<file path="config.mk">
export PLATFORM = sky130hd
export DESIGN_NAME = damage_colormap_interpolator
export DESIGN_NICKNAME = d
export VERILOG_FILES = /design/src/hdl/dcmi_pkg.sv /design/src/hdl/dcmi_div.sv /design/src/hdl/damage_colormap_interpolator.sv
export SDC_FILE = /design/constraint.sdc
export NUM_CORES = 2
export LEC_CHECK = 0
export ABC_CLOCK_PERIOD_IN_PS = 9300
export BUFFER_PORTS_ARGS = -buffer_cell sky130_fd_sc_hd__buf_4
export CAP_MARGIN = 25
export CORE_MARGIN = 2
export CORE_UTILIZATION = 50
export DETAILED_ROUTE_END_ITERATION = 10
export GPL_ROUTABILITY_DRIVEN = 0
export PLACE_DENSITY = 0.69
export SETUP_SLACK_MARGIN = 0.15
export SYNTH_ARGS = -nofsm -noshare
export SYNTH_HDL_FRONTEND = slang
export SYNTH_SLANG_ARGS = --single-unit
</file>
<file path="constraint.sdc">
create_clock -name aclk -period 9.3 [get_ports aclk]
set_input_delay 0.465 -clock aclk [delete_from_list [all_inputs] [get_ports aclk]]
set_output_delay 0.465 -clock aclk [all_outputs]
set_load 0.005 [all_outputs]
</file>
<file path="src/hdl/dcmi_pkg.sv">
// Shared types, constants and register map of the damage colormap interpolator.
`default_nettype none

package dcmi_pkg;

    localparam int REG_ENTRIES     = 4;
    localparam int PALETTE_ENTRIES = 4;
    localparam int USED_ENTRIES    = (PALETTE_ENTRIES < 2) ? 2 :
                                     ((PALETTE_ENTRIES > REG_ENTRIES) ? REG_ENTRIES :
                                      PALETTE_ENTRIES);

    localparam int BRK_W      = 15;
    localparam int COL_W      = 24;
    localparam int CH_W       = 8;
    localparam int CHANNELS   = 3;
    localparam int SEG_W      = 2;
    localparam int IDX_W      = 2;
    localparam int DAMAGE_W   = 16;
    localparam int DIV_STEPS  = 16;
    localparam int DIV_STAGES = DIV_STEPS + 1;
    localparam int FRAC_W     = DIV_STEPS + 1;
    localparam int PROD_W     = 26;
    localparam int ADDR_W     = 5;
    localparam int DATA_W     = 32;
    localparam int TDATA_IN_W = 16;
    localparam int TDATA_OUT_W = 32;

    localparam logic [SEG_W-1:0] SEG_LAST = SEG_W'(USED_ENTRIES - 2);
    localparam logic [IDX_W-1:0] IDX_LAST = IDX_W'(USED_ENTRIES - 1);

    typedef logic [BRK_W-1:0]  brk_t;
    typedef logic [COL_W-1:0]  col_t;
    typedef logic [FRAC_W-1:0] frac_t;

    localparam brk_t BRK_RST [REG_ENTRIES] = '{15'd0, 15'd4096, 15'd6144, 15'd8192};
    localparam col_t COL_RST [REG_ENTRIES] = '{24'hF2F2F2, 24'h999999, 24'h404040, 24'h0000FF};

    typedef struct packed {
        logic [SEG_W-1:0] seg;
        logic [IDX_W-1:0] cidx;
        logic             clip;
    } meta_t;

    typedef enum logic [2:0] {
        REG_BREAK_ZERO   = 3'd0,
        REG_BREAK_ONE    = 3'd1,
        REG_BREAK_TWO    = 3'd2,
        REG_BREAK_THREE  = 3'd3,
        REG_COLOUR_ZERO  = 3'd4,
        REG_COLOUR_ONE   = 3'd5,
        REG_COLOUR_TWO   = 3'd6,
        REG_COLOUR_THREE = 3'd7
    } reg_idx_t;

endpackage

`default_nettype wire

</file>
<file path="src/hdl/dcmi_div.sv">
// Pipelined restoring divider producing the 17-bit segment fraction, one bit per stage.
`default_nettype none

module dcmi_div (
    input  wire logic                       aclk,
    input  wire logic                       aresetn,
    input  wire logic                       in_valid,
    output logic                            in_ready,
    input  wire dcmi_pkg::brk_t             in_x,
    input  wire dcmi_pkg::brk_t             in_span,
    input  wire dcmi_pkg::meta_t            in_meta,
    output logic                            out_valid,
    input  wire logic                       out_ready,
    output dcmi_pkg::frac_t                 out_frac,
    output dcmi_pkg::meta_t                 out_meta
);

    localparam int N = dcmi_pkg::DIV_STAGES;
    localparam int W = dcmi_pkg::BRK_W;

    logic [N-1:0]        vld_reg;
    logic [N:0]          adv;
    dcmi_pkg::brk_t      rem_reg  [N];
    dcmi_pkg::brk_t      span_reg [N];
    dcmi_pkg::frac_t     quo_reg  [N];
    dcmi_pkg::meta_t     meta_reg [N];
    dcmi_pkg::brk_t      rem_next [N];
    dcmi_pkg::frac_t     quo_next [N];

    always_comb begin
        adv[N] = out_ready;
        for (int k = N - 1; k >= 0; k--) begin
            adv[k] = !vld_reg[k] || adv[k+1];
        end
    end

    always_comb begin
        logic [W:0] rs;
        logic       ge;
        rs = '0;
        ge = 1'b0;
        // integer bit: x never exceeds span
        ge = (in_x >= in_span);
        rem_next[0] = ge ? (in_x - in_span) : in_x;
        quo_next[0] = {{dcmi_pkg::DIV_STEPS{1'b0}}, ge};
        for (int k = 1; k < N; k++) begin
            rs = {rem_reg[k-1], 1'b0};
            ge = (rs >= {1'b0, span_reg[k-1]});
            rem_next[k] = ge ? W'(rs - {1'b0, span_reg[k-1]}) : rs[W-1:0];
            quo_next[k] = {quo_reg[k-1][dcmi_pkg::FRAC_W-2:0], ge};
        end
    end

    always_ff @(posedge aclk) begin
        if (!aresetn) begin
            vld_reg <= '0;
        end else begin
            if (adv[0]) begin
                vld_reg[0] <= in_valid;
            end
            for (int k = 1; k < N; k++) begin
                if (adv[k]) begin
                    vld_reg[k] <= vld_reg[k-1];
                end
            end
        end
    end

    always_ff @(posedge aclk) begin
        if (adv[0]) begin
            span_reg[0] <= in_span;
            meta_reg[0] <= in_meta;
        end
        for (int k = 0; k < N; k++) begin
            if (adv[k]) begin
                rem_reg[k] <= rem_next[k];
                quo_reg[k] <= quo_next[k];
            end
        end
        for (int k = 1; k < N; k++) begin
            if (adv[k]) begin
                span_reg[k] <= span_reg[k-1];
                meta_reg[k] <= meta_reg[k-1];
            end
        end
    end

    assign in_ready  = adv[0];
    assign out_valid = vld_reg[N-1];
    assign out_frac  = quo_reg[N-1];
    assign out_meta  = meta_reg[N-1];

    a_frac_bound: assert property (@(posedge aclk) disable iff (!aresetn)
        out_valid |-> (!out_frac[dcmi_pkg::FRAC_W-1] ||
                       (out_frac[dcmi_pkg::FRAC_W-2:0] == '0)))
        else $error("fraction exceeds one");

    a_rem_bound: assert property (@(posedge aclk) disable iff (!aresetn)
        out_valid |-> (rem_reg[N-1] < span_reg[N-1]))
        else $error("remainder not below divisor");

    a_stall_hold: assert property (@(posedge aclk) disable iff (!aresetn)
        (out_valid && !out_ready) |=> (out_valid && $stable(out_frac)))
        else $error("divider output lost under stall");

endmodule

`default_nettype wire

</file>
<file path="src/hdl/damage_colormap_interpolator.sv">
// Top level: piecewise-linear colormap of a Q2.13 damage stream to RGB.
//
// Input channel s_*: one signed Q2.13 damage value per transfer in s_tdata.
// Output channel m_*: red, green, blue and segment index in m_tdata, the
// clipped flag in m_tuser. One result per input, in order.
// Configuration: APB write of breakpoints (byte 0x00..0x0C) and RGB colors
// (0x10..0x1C); change only while the pipeline is empty.
// Pipeline: 21 register stages: clamp and compare, span subtract, a 17-stage
// divider (one fraction bit per stage), blend multiply, blend add into the
// output register.
// Throughput: one item per cycle while m_tready is high; every stage is a
// register with its own valid bit, so any stage takes a new item while the
// one ahead moves or is empty.
// Reset: aresetn (synchronous, active low) empties the pipeline and loads the
// default palette.
// Stall: while m_tready is low the output holds; bubbles ahead of it are
// filled, and s_tready drops only when every stage holds an item.
`default_nettype none

module damage_colormap_interpolator (
    input  wire logic                                 aclk,
    input  wire logic                                 aresetn,
    input  wire logic                                 s_tvalid,
    output logic                                      s_tready,
    input  wire logic [dcmi_pkg::TDATA_IN_W-1:0]      s_tdata,   // [15:0] damage
    output logic                                      m_tvalid,
    input  wire logic                                 m_tready,
    // [7:0] red, [15:8] green, [23:16] blue, [25:24] segment, [31:26] zero
    output logic [dcmi_pkg::TDATA_OUT_W-1:0]          m_tdata,
    output logic                                      m_tuser,   // [0] clipped
    input  wire logic                                 psel,
    input  wire logic                                 penable,
    input  wire logic                                 pwrite,
    input  wire logic [dcmi_pkg::ADDR_W-1:0]          paddr,
    input  wire logic [dcmi_pkg::DATA_W-1:0]          pwdata,
    output logic [dcmi_pkg::DATA_W-1:0]               prdata,
    output logic                                      pready
);

    localparam int RE = dcmi_pkg::REG_ENTRIES;
    localparam int UE = dcmi_pkg::USED_ENTRIES;
    localparam int BW = dcmi_pkg::BRK_W;
    localparam int CW = dcmi_pkg::CH_W;
    localparam int PW = dcmi_pkg::PROD_W;

    dcmi_pkg::brk_t brk_reg [RE];
    dcmi_pkg::col_t col_reg [RE];

    logic               cfg_wr;
    dcmi_pkg::reg_idx_t cfg_idx;
    dcmi_pkg::reg_idx_t rd_idx;

    assign pready  = 1'b1;
    assign cfg_wr  = psel && penable && pwrite && pready;
    assign cfg_idx = dcmi_pkg::reg_idx_t'(paddr[dcmi_pkg::ADDR_W-1:2]);
    assign rd_idx  = dcmi_pkg::reg_idx_t'(paddr[dcmi_pkg::ADDR_W-1:2]);

    always_ff @(posedge aclk) begin
        if (!aresetn) begin
            for (int i = 0; i < RE; i++) begin
                brk_reg[i] <= dcmi_pkg::BRK_RST[i];
                col_reg[i] <= dcmi_pkg::COL_RST[i];
            end
        end else if (cfg_wr) begin
            unique case (cfg_idx)
                dcmi_pkg::REG_BREAK_ZERO:   brk_reg[0] <= pwdata[BW-1:0];
                dcmi_pkg::REG_BREAK_ONE:    brk_reg[1] <= pwdata[BW-1:0];
                dcmi_pkg::REG_BREAK_TWO:    brk_reg[2] <= pwdata[BW-1:0];
                dcmi_pkg::REG_BREAK_THREE:  brk_reg[3] <= pwdata[BW-1:0];
                dcmi_pkg::REG_COLOUR_ZERO:  col_reg[0] <= pwdata[dcmi_pkg::COL_W-1:0];
                dcmi_pkg::REG_COLOUR_ONE:   col_reg[1] <= pwdata[dcmi_pkg::COL_W-1:0];
                dcmi_pkg::REG_COLOUR_TWO:   col_reg[2] <= pwdata[dcmi_pkg::COL_W-1:0];
                dcmi_pkg::REG_COLOUR_THREE: col_reg[3] <= pwdata[dcmi_pkg::COL_W-1:0];
            endcase
        end
    end

    always_comb begin
        unique case (rd_idx)
            dcmi_pkg::REG_BREAK_ZERO:   prdata = dcmi_pkg::DATA_W'(brk_reg[0]);
            dcmi_pkg::REG_BREAK_ONE:    prdata = dcmi_pkg::DATA_W'(brk_reg[1]);
            dcmi_pkg::REG_BREAK_TWO:    prdata = dcmi_pkg::DATA_W'(brk_reg[2]);
            dcmi_pkg::REG_BREAK_THREE:  prdata = dcmi_pkg::DATA_W'(brk_reg[3]);
            dcmi_pkg::REG_COLOUR_ZERO:  prdata = dcmi_pkg::DATA_W'(col_reg[0]);
            dcmi_pkg::REG_COLOUR_ONE:   prdata = dcmi_pkg::DATA_W'(col_reg[1]);
            dcmi_pkg::REG_COLOUR_TWO:   prdata = dcmi_pkg::DATA_W'(col_reg[2]);
            dcmi_pkg::REG_COLOUR_THREE: prdata = dcmi_pkg::DATA_W'(col_reg[3]);
        endcase
    end

    // ---------------- pipeline control
    logic adv_s1, adv_s2, adv_mul, adv_out;
    logic s1_vld_reg, s2_vld_reg, mul_vld_reg, m_vld_reg;
    logic div_in_ready, div_out_valid;

    assign adv_out  = !m_vld_reg || m_tready;
    assign adv_mul  = !mul_vld_reg || adv_out;
    assign adv_s2   = !s2_vld_reg || div_in_ready;
    assign adv_s1   = !s1_vld_reg || adv_s2;
    assign s_tready = adv_s1;

    always_ff @(posedge aclk) begin
        if (!aresetn) begin
            s1_vld_reg  <= 1'b0;
            s2_vld_reg  <= 1'b0;
            mul_vld_reg <= 1'b0;
            m_vld_reg   <= 1'b0;
        end else begin
            if (adv_s1)  s1_vld_reg  <= s_tvalid;
            if (adv_s2)  s2_vld_reg  <= s1_vld_reg;
            if (adv_mul) mul_vld_reg <= div_out_valid;
            if (adv_out) m_vld_reg   <= mul_vld_reg;
        end
    end

    // ---------------- stage 1: clamp and locate segment
    dcmi_pkg::brk_t  d_clamp;
    logic [RE-1:0]   le;
    logic            is_first, is_last;
    dcmi_pkg::meta_t s1_meta_next;
    dcmi_pkg::brk_t  s1_d_reg;
    dcmi_pkg::meta_t s1_meta_reg;
    logic            s1_sat_reg;

    always_comb begin
        logic [dcmi_pkg::SEG_W-1:0] mid_seg;
        d_clamp = s_tdata[dcmi_pkg::DAMAGE_W-1] ? '0 : s_tdata[BW-1:0];
        for (int i = 0; i < RE; i++) begin
            le[i] = (d_clamp <= brk_reg[i]);
        end
        is_first = le[0];
        is_last  = !le[UE-1];
        mid_seg  = dcmi_pkg::SEG_LAST;
        for (int i = UE - 2; i >= 1; i--) begin
            if (le[i]) mid_seg = dcmi_pkg::SEG_W'(i - 1);
        end
        priority if (is_first) begin
            s1_meta_next.seg  = '0;
            s1_meta_next.cidx = '0;
            s1_meta_next.clip = (d_clamp < brk_reg[0]);
        end else if (is_last) begin
            s1_meta_next.seg  = dcmi_pkg::SEG_LAST;
            s1_meta_next.cidx = dcmi_pkg::IDX_LAST;
            s1_meta_next.clip = 1'b1;
        end else begin
            s1_meta_next.seg  = mid_seg;
            s1_meta_next.cidx = dcmi_pkg::IDX_W'(mid_seg);
            s1_meta_next.clip = 1'b0;
        end
    end

    always_ff @(posedge aclk) begin
        if (adv_s1) begin
            s1_d_reg    <= d_clamp;
            s1_meta_reg <= s1_meta_next;
            s1_sat_reg  <= is_first || is_last;
        end
    end

    // ---------------- stage 2: offset and span of the segment
    dcmi_pkg::brk_t  lo_sel, hi_sel;
    dcmi_pkg::brk_t  s2_x_reg, s2_span_reg;
    dcmi_pkg::meta_t s2_meta_reg;
    logic [dcmi_pkg::IDX_W-1:0] s1_hi_idx;

    assign s1_hi_idx = dcmi_pkg::IDX_W'(s1_meta_reg.seg) + dcmi_pkg::IDX_W'(1);

    always_comb begin
        lo_sel = '0;
        hi_sel = '0;
        for (int i = 0; i < RE; i++) begin
            lo_sel = lo_sel | ((dcmi_pkg::IDX_W'(s1_meta_reg.seg) == dcmi_pkg::IDX_W'(i))
                               ? brk_reg[i] : '0);
            hi_sel = hi_sel | ((s1_hi_idx == dcmi_pkg::IDX_W'(i)) ? brk_reg[i] : '0);
        end
    end

    always_ff @(posedge aclk) begin
        if (adv_s2) begin
            // saturated items divide zero by one
            s2_x_reg    <= s1_sat_reg ? '0 : (s1_d_reg - lo_sel);
            s2_span_reg <= s1_sat_reg ? BW'(1) : (hi_sel - lo_sel);
            s2_meta_reg <= s1_meta_reg;
        end
    end

    // ---------------- divider
    dcmi_pkg::frac_t div_frac;
    dcmi_pkg::meta_t div_meta;

    dcmi_div u_div (
        .aclk      (aclk),
        .aresetn   (aresetn),
        .in_valid  (s2_vld_reg),
        .in_ready  (div_in_ready),
        .in_x      (s2_x_reg),
        .in_span   (s2_span_reg),
        .in_meta   (s2_meta_reg),
        .out_valid (div_out_valid),
        .out_ready (adv_mul),
        .out_frac  (div_frac),
        .out_meta  (div_meta)
    );

    // ---------------- blend multiply
    dcmi_pkg::col_t  start_col, end_col;
    logic [dcmi_pkg::IDX_W-1:0] div_end_idx;
    logic signed [PW:0]  prod_full [dcmi_pkg::CHANNELS];
    logic signed [PW-1:0] prod_reg [dcmi_pkg::CHANNELS];
    dcmi_pkg::col_t  mul_start_reg;
    dcmi_pkg::meta_t mul_meta_reg;

    assign div_end_idx = dcmi_pkg::IDX_W'(div_meta.seg) + dcmi_pkg::IDX_W'(1);

    always_comb begin
        logic signed [CW:0] diff;
        diff      = '0;
        start_col = '0;
        end_col   = '0;
        for (int i = 0; i < RE; i++) begin
            start_col = start_col | ((div_meta.cidx == dcmi_pkg::IDX_W'(i)) ? col_reg[i] : '0);
            end_col   = end_col | ((div_end_idx == dcmi_pkg::IDX_W'(i)) ? col_reg[i] : '0);
        end
        for (int c = 0; c < dcmi_pkg::CHANNELS; c++) begin
            diff = $signed({1'b0, end_col[c*CW +: CW]}) - $signed({1'b0, start_col[c*CW +: CW]});
            prod_full[c] = $signed({1'b0, div_frac}) * diff;
        end
    end

    always_ff @(posedge aclk) begin
        if (adv_mul) begin
            for (int c = 0; c < dcmi_pkg::CHANNELS; c++) begin
                prod_reg[c] <= prod_full[c][PW-1:0];
            end
            mul_start_reg <= start_col;
            mul_meta_reg  <= div_meta;
        end
    end

    // ---------------- blend add and output register
    logic [dcmi_pkg::COL_W-1:0] rgb_next;
    logic [dcmi_pkg::COL_W-1:0] rgb_reg;
    logic [dcmi_pkg::SEG_W-1:0] seg_reg;
    logic                       clip_reg;

    always_comb begin
        logic [CW+1:0] sum;
        sum = '0;
        for (int c = 0; c < dcmi_pkg::CHANNELS; c++) begin
            sum = {2'b00, mul_start_reg[c*CW +: CW]} + prod_reg[c][PW-1:16];
            rgb_next[c*CW +: CW] = sum[CW-1:0];
        end
    end

    always_ff @(posedge aclk) begin
        if (adv_out) begin
            rgb_reg  <= rgb_next;
            seg_reg  <= mul_meta_reg.seg;
            clip_reg <= mul_meta_reg.clip;
        end
    end

    // rgb_reg keeps the palette order: red in the top byte, blue in the bottom byte
    assign m_tvalid = m_vld_reg;
    assign m_tdata  = {{(dcmi_pkg::TDATA_OUT_W - dcmi_pkg::COL_W - dcmi_pkg::SEG_W){1'b0}},
                       seg_reg, rgb_reg[7:0], rgb_reg[15:8], rgb_reg[23:16]};
    assign m_tuser  = clip_reg;

    a_span_ok: assert property (@(posedge aclk) disable iff (!aresetn)
        s2_vld_reg |-> ((s2_span_reg != '0) && (s2_x_reg <= s2_span_reg)))
        else $error("segment offset outside span");

    a_clip_seg: assert property (@(posedge aclk) disable iff (!aresetn)
        (m_tvalid && m_tuser) |-> ((m_tdata[25:24] == '0) ||
                                    (m_tdata[25:24] == dcmi_pkg::SEG_LAST)))
        else $error("clipped item in an inner segment");

    a_sat_zero: assert property (@(posedge aclk) disable iff (!aresetn)
        (div_out_valid && div_meta.clip) |-> (div_frac == '0))
        else $error("saturated item with nonzero fraction");

    a_reset_empty: assert property (@(posedge aclk)
        !aresetn |=> !m_tvalid)
        else $error("output valid after reset");

endmodule

`default_nettype wire
</file>
==> results.txt <==
* Result of the run: finished, final reports clean
- The die is 373.7 µm wide.
- In this run the remaining antenna-violating nets after routing total 0.
- Post-route setup slack: 1.020 ns
- Hold slack final: 0.04900 ns
* Wire length reported by the detailed router: 149.2 mm
* CP startpoint kind: flip-flop
- Residual DRC count: 0
- Counting the fill cells in the layout gives 11207.
- In this run the biggest area consumer among cell types represents 43.46% of the synthesized area.
- Once the floorplan was initialized, standard cells occupied 50.38% of the core.
- Via count of the routed design: 44127
- The die is 373.7 µm tall.
* Required time worst endpoint: 9.75 ns
- For this run, the number of Yosys warnings is 0.
- Total number of H-tree levels: 3
* Most area-consuming cells after synthesis: sky130_fd_sc_hd__edfxtp_1 (43%), sky130_fd_sc_hd__ha_1 (9.9%), sky130_fd_sc_hd__fa_1 (9.9%)
* Number of flops mapped to enable cells by yosys: 989
- The min-delay analysis places its worst path in the category in -> reg.
- Type of the worst setup path: reg -> reg
* Rel. slew slack: 24.92%
* First-pass iteration count of the detailed router: 5
- Placed wire-length estimate: 111.4 mm
* Grt total ovfl: 0
* Final Cell Area: 0.07494 mm²
- In this run the mean area of a mapped cell was 11.75 µm².
- Asr flop ratio synth: 0%
- Clock transition at the registers of the reported paths: 0.07 ns
- Input and output buffers added on the ports amount to 102.
* Drt initial violations: 3208
- Setup repair after global routing left no endpoint under its margin.
* Die Footprint: 0.1397 mm²
- The worst setup path is captured at a flip-flop.
- Register area share after synthesis: 44.07%
- In this run, post-CTS repair resized a total of 0 instances.
- Global routing used 21.44% of the available tracks across all layers.
- TritonCTS built the clock tree.
- Core ar.: 0.1356 mm²
- Fin crit share: 89.03%
- Count of unique library cells instantiated by Yosys: 102
* Count of pins on the block boundary: 128
- Sorting the synthesized cells by how often they occur yields sky130_fd_sc_hd__edfxtp_1 (989), sky130_fd_sc_hd__inv_1 (669), sky130_fd_sc_hd__ha_1 (543).
- Final #Nets: 6875
- Area overhead of the layout relative to synthesis: 9.660%
* Main synth FF type: sky130_fd_sc_hd__edfxtp_1
- Synthesis inferred 1010 register bits.
- Clock latency on the worst-skew pair, taken at its later pin, is 0.72 ns.
* Clock skew after layout: 0.02104 ns
- Transition time at the pin with the least slew margin: 1.122 ns
- The longest clock path from root to sink contains 3 buffers.
- After technology mapping, the gate count stands at 5817.
* Number of failing hold endpoints at the final stage: 0
- At the placement stage, the worst setup path has a slack of 1.058 ns.
- Pin count of the biggest net entering global routing: 61
- The initial antenna violation count is 8.
- Synth Cell Area: 0.06834 mm²
- Library cell with the highest instance count after synthesis: sky130_fd_sc_hd__edfxtp_1
- Vias/cell: 5.652
- Setup violations remaining at the end of the flow were counted as 0.
- Layout cells sized above 1: 11.76%
* Wire length of the first global-routing pass: 240.9 mm
* Number of placement rows: 135
- For the final routed database, the setup TNS stands at 0 ns.
* Time the final worst path needs with I/O delays and setup: 8.280 ns
- In this run the worst path has a maximum fanout of 14.
- Signal arrival time at the worst endpoint: 8.73 ns
- The tree is rooted in a sky130_fd_sc_hd__clkbuf_16.
* Multi-input gate area: 0.03485 mm²
- The number of global-route vias before repair was 44894.
- Max Cap Viol: 0
- The biggest area contributor in the post-synthesis netlist is sky130_fd_sc_hd__edfxtp_1.
- In this run the cell area measured after placement is 0.07113 mm².
* Storage cell area: 0.03012 mm²
- Highest clock rate: 0.1208 GHz
- Total clock sinks: 1010
- Number of post-CTS setup repair buffers: 0
- Number of buffers added by the clock tree synthesis step: 105
- Max Slew Vio Count: 0
- In the final routed layout, each cell accounts on average for 19.11 µm.
==> routing by layer <==
| layer | track usage, % | vias up | share of wire, % |
|---|---|---|---|
| li1 | - | 20814 | - |
| met2 | 36.18 | 1047 | 49 |
| met4 | 6.768 | 0 | 3.0 |
| met1 | 28.60 | 22006 | 43 |
| met3 | 3.070 | 260 | 5.0 |
| met5 | 0 | - | 0 |
==> stage by stage <==
| stage | cells | utilization [%] |
|---|---|---|
| 2_1_floorplan | 5830 | - |
| 3_3_place_gp | 7595 | 52.37 |
| 3_5_place_dp | 7601 | 52.44 |
| 4_1_cts | 7798 | 55.18 |
| 5_1_grt | 7807 | 55.25 |
| 6_report | 7808 | 55.25 |
==> kinds of logic (layout without fill, tap and decap cells) <==
kind of cell             after synthesis  count (layout)  synth area share (%)
adder cells (fa/ha/maj)              882             882                 19.87
flip-flops                          1010            1010                 44.07
other                                  2              20               0.01099
XOR/XNOR                             230             230                 2.948
multiplexers                         314             314                 6.961
buffers and inverters                862            1054                 5.163
AND/OR/NAND/NOR                     1575            1575                 11.98
AO/OA/AOI/OAI                        942             942                 8.997
==> final cells by class <==
cell class / instances / share of cell area, %
sequential: 1010 / 40.19
clock inverter: 67 / 1.190
clock buffer: 129 / 3.752
multi-input combinational: 3958 / 46.51
antenna: 5 / 0.01670
tap: 1781 / 2.974
inverter: 672 / 3.366
timing repair buffer: 186 / 2.004
==> worst max-delay path: stages, from the launching register on <==
cell                        delay [ns]
sky130_fd_sc_hd__edfxtp_1         0.76
sky130_fd_sc_hd__buf_4            0.41
sky130_fd_sc_hd__mux4_2           0.56
sky130_fd_sc_hd__inv_1            0.12
sky130_fd_sc_hd__ha_1             0.13
sky130_fd_sc_hd__nor2b_1          0.11
sky130_fd_sc_hd__o21ai_0          0.12
sky130_fd_sc_hd__a21oi_1          0.22
sky130_fd_sc_hd__o22ai_1          0.16
sky130_fd_sc_hd__xnor2_1          0.72
sky130_fd_sc_hd__nand2_1          0.17
sky130_fd_sc_hd__fa_1             0.53
sky130_fd_sc_hd__fa_1             0.50
sky130_fd_sc_hd__inv_1            0.05
sky130_fd_sc_hd__fa_1             0.47
sky130_fd_sc_hd__fa_1             0.50
sky130_fd_sc_hd__inv_1            0.06
sky130_fd_sc_hd__fa_1             0.50
sky130_fd_sc_hd__inv_1            0.05
sky130_fd_sc_hd__ha_1             0.29
sky130_fd_sc_hd__a2111oi_2        0.35
sky130_fd_sc_hd__nand2_1          0.14
sky130_fd_sc_hd__a2111oi_2        0.56
sky130_fd_sc_hd__nor2_1           0.15
sky130_fd_sc_hd__a211oi_1         0.28
sky130_fd_sc_hd__a211oi_1         0.09
==> repair_timing <==
action | 4_1_cts | 5_1_grt
endpoints found under the setup margin | 0 | 0
endpoints found under the hold margin | 1 | 0
hold buffers | 1 | 0
==> worst paths after layout <==
path	startpoint	to	slack, ns	cells past startpoint
hold reg to reg	u_div.quo_reg[0][240]$_DFFE_PP_	u_div.quo_reg[0][258]$_DFFE_PP_	0.41	0
setup / recovery	u_div.meta_reg[0][81]$_DFFE_PP_	prod_reg[0][46]$_DFFE_PP_	1.02	25
hold / removal	pwdata[23]	col_reg[0][23]$_SDFFCE_PN1P_	0.05	2
setup reg to reg	u_div.meta_reg[0][81]$_DFFE_PP_	prod_reg[0][46]$_DFFE_PP_	1.02	25
==> placed cells by master (no fill, tap or decap), types with 29 or more instances in the layout <==
master and instances:
sky130_fd_sc_hd__xnor2_1 177, sky130_fd_sc_hd__ha_1 543, sky130_fd_sc_hd__a21o_1 80, sky130_fd_sc_hd__mux2_4 64, sky130_fd_sc_hd__o21ai_0 195, sky130_fd_sc_hd__nor3_1 93, sky130_fd_sc_hd__inv_1 666, sky130_fd_sc_hd__nand4_1 60
sky130_fd_sc_hd__nor2b_1 86, sky130_fd_sc_hd__o31ai_1 29, sky130_fd_sc_hd__buf_4 176, sky130_fd_sc_hd__a21oi_1 268, sky130_fd_sc_hd__mux2_2 111, sky130_fd_sc_hd__mux4_2 92, sky130_fd_sc_hd__and2_1 358, sky130_fd_sc_hd__a211oi_1 41
sky130_fd_sc_hd__xor2_1 51, sky130_fd_sc_hd__or3_1 43, sky130_fd_sc_hd__nor2_1 301, sky130_fd_sc_hd__nand2b_1 130, sky130_fd_sc_hd__nand3_1 72, sky130_fd_sc_hd__nand2_1 317, sky130_fd_sc_hd__fa_1 339, sky130_fd_sc_hd__mux2i_1 44
sky130_fd_sc_hd__o21a_1 102, sky130_fd_sc_hd__clkbuf_16 108, sky130_fd_sc_hd__edfxtp_1 989
Power is left out: the tool's default activity adds up to more than one toggle a clock period on the data nets, which glitch-free logic cannot reach.
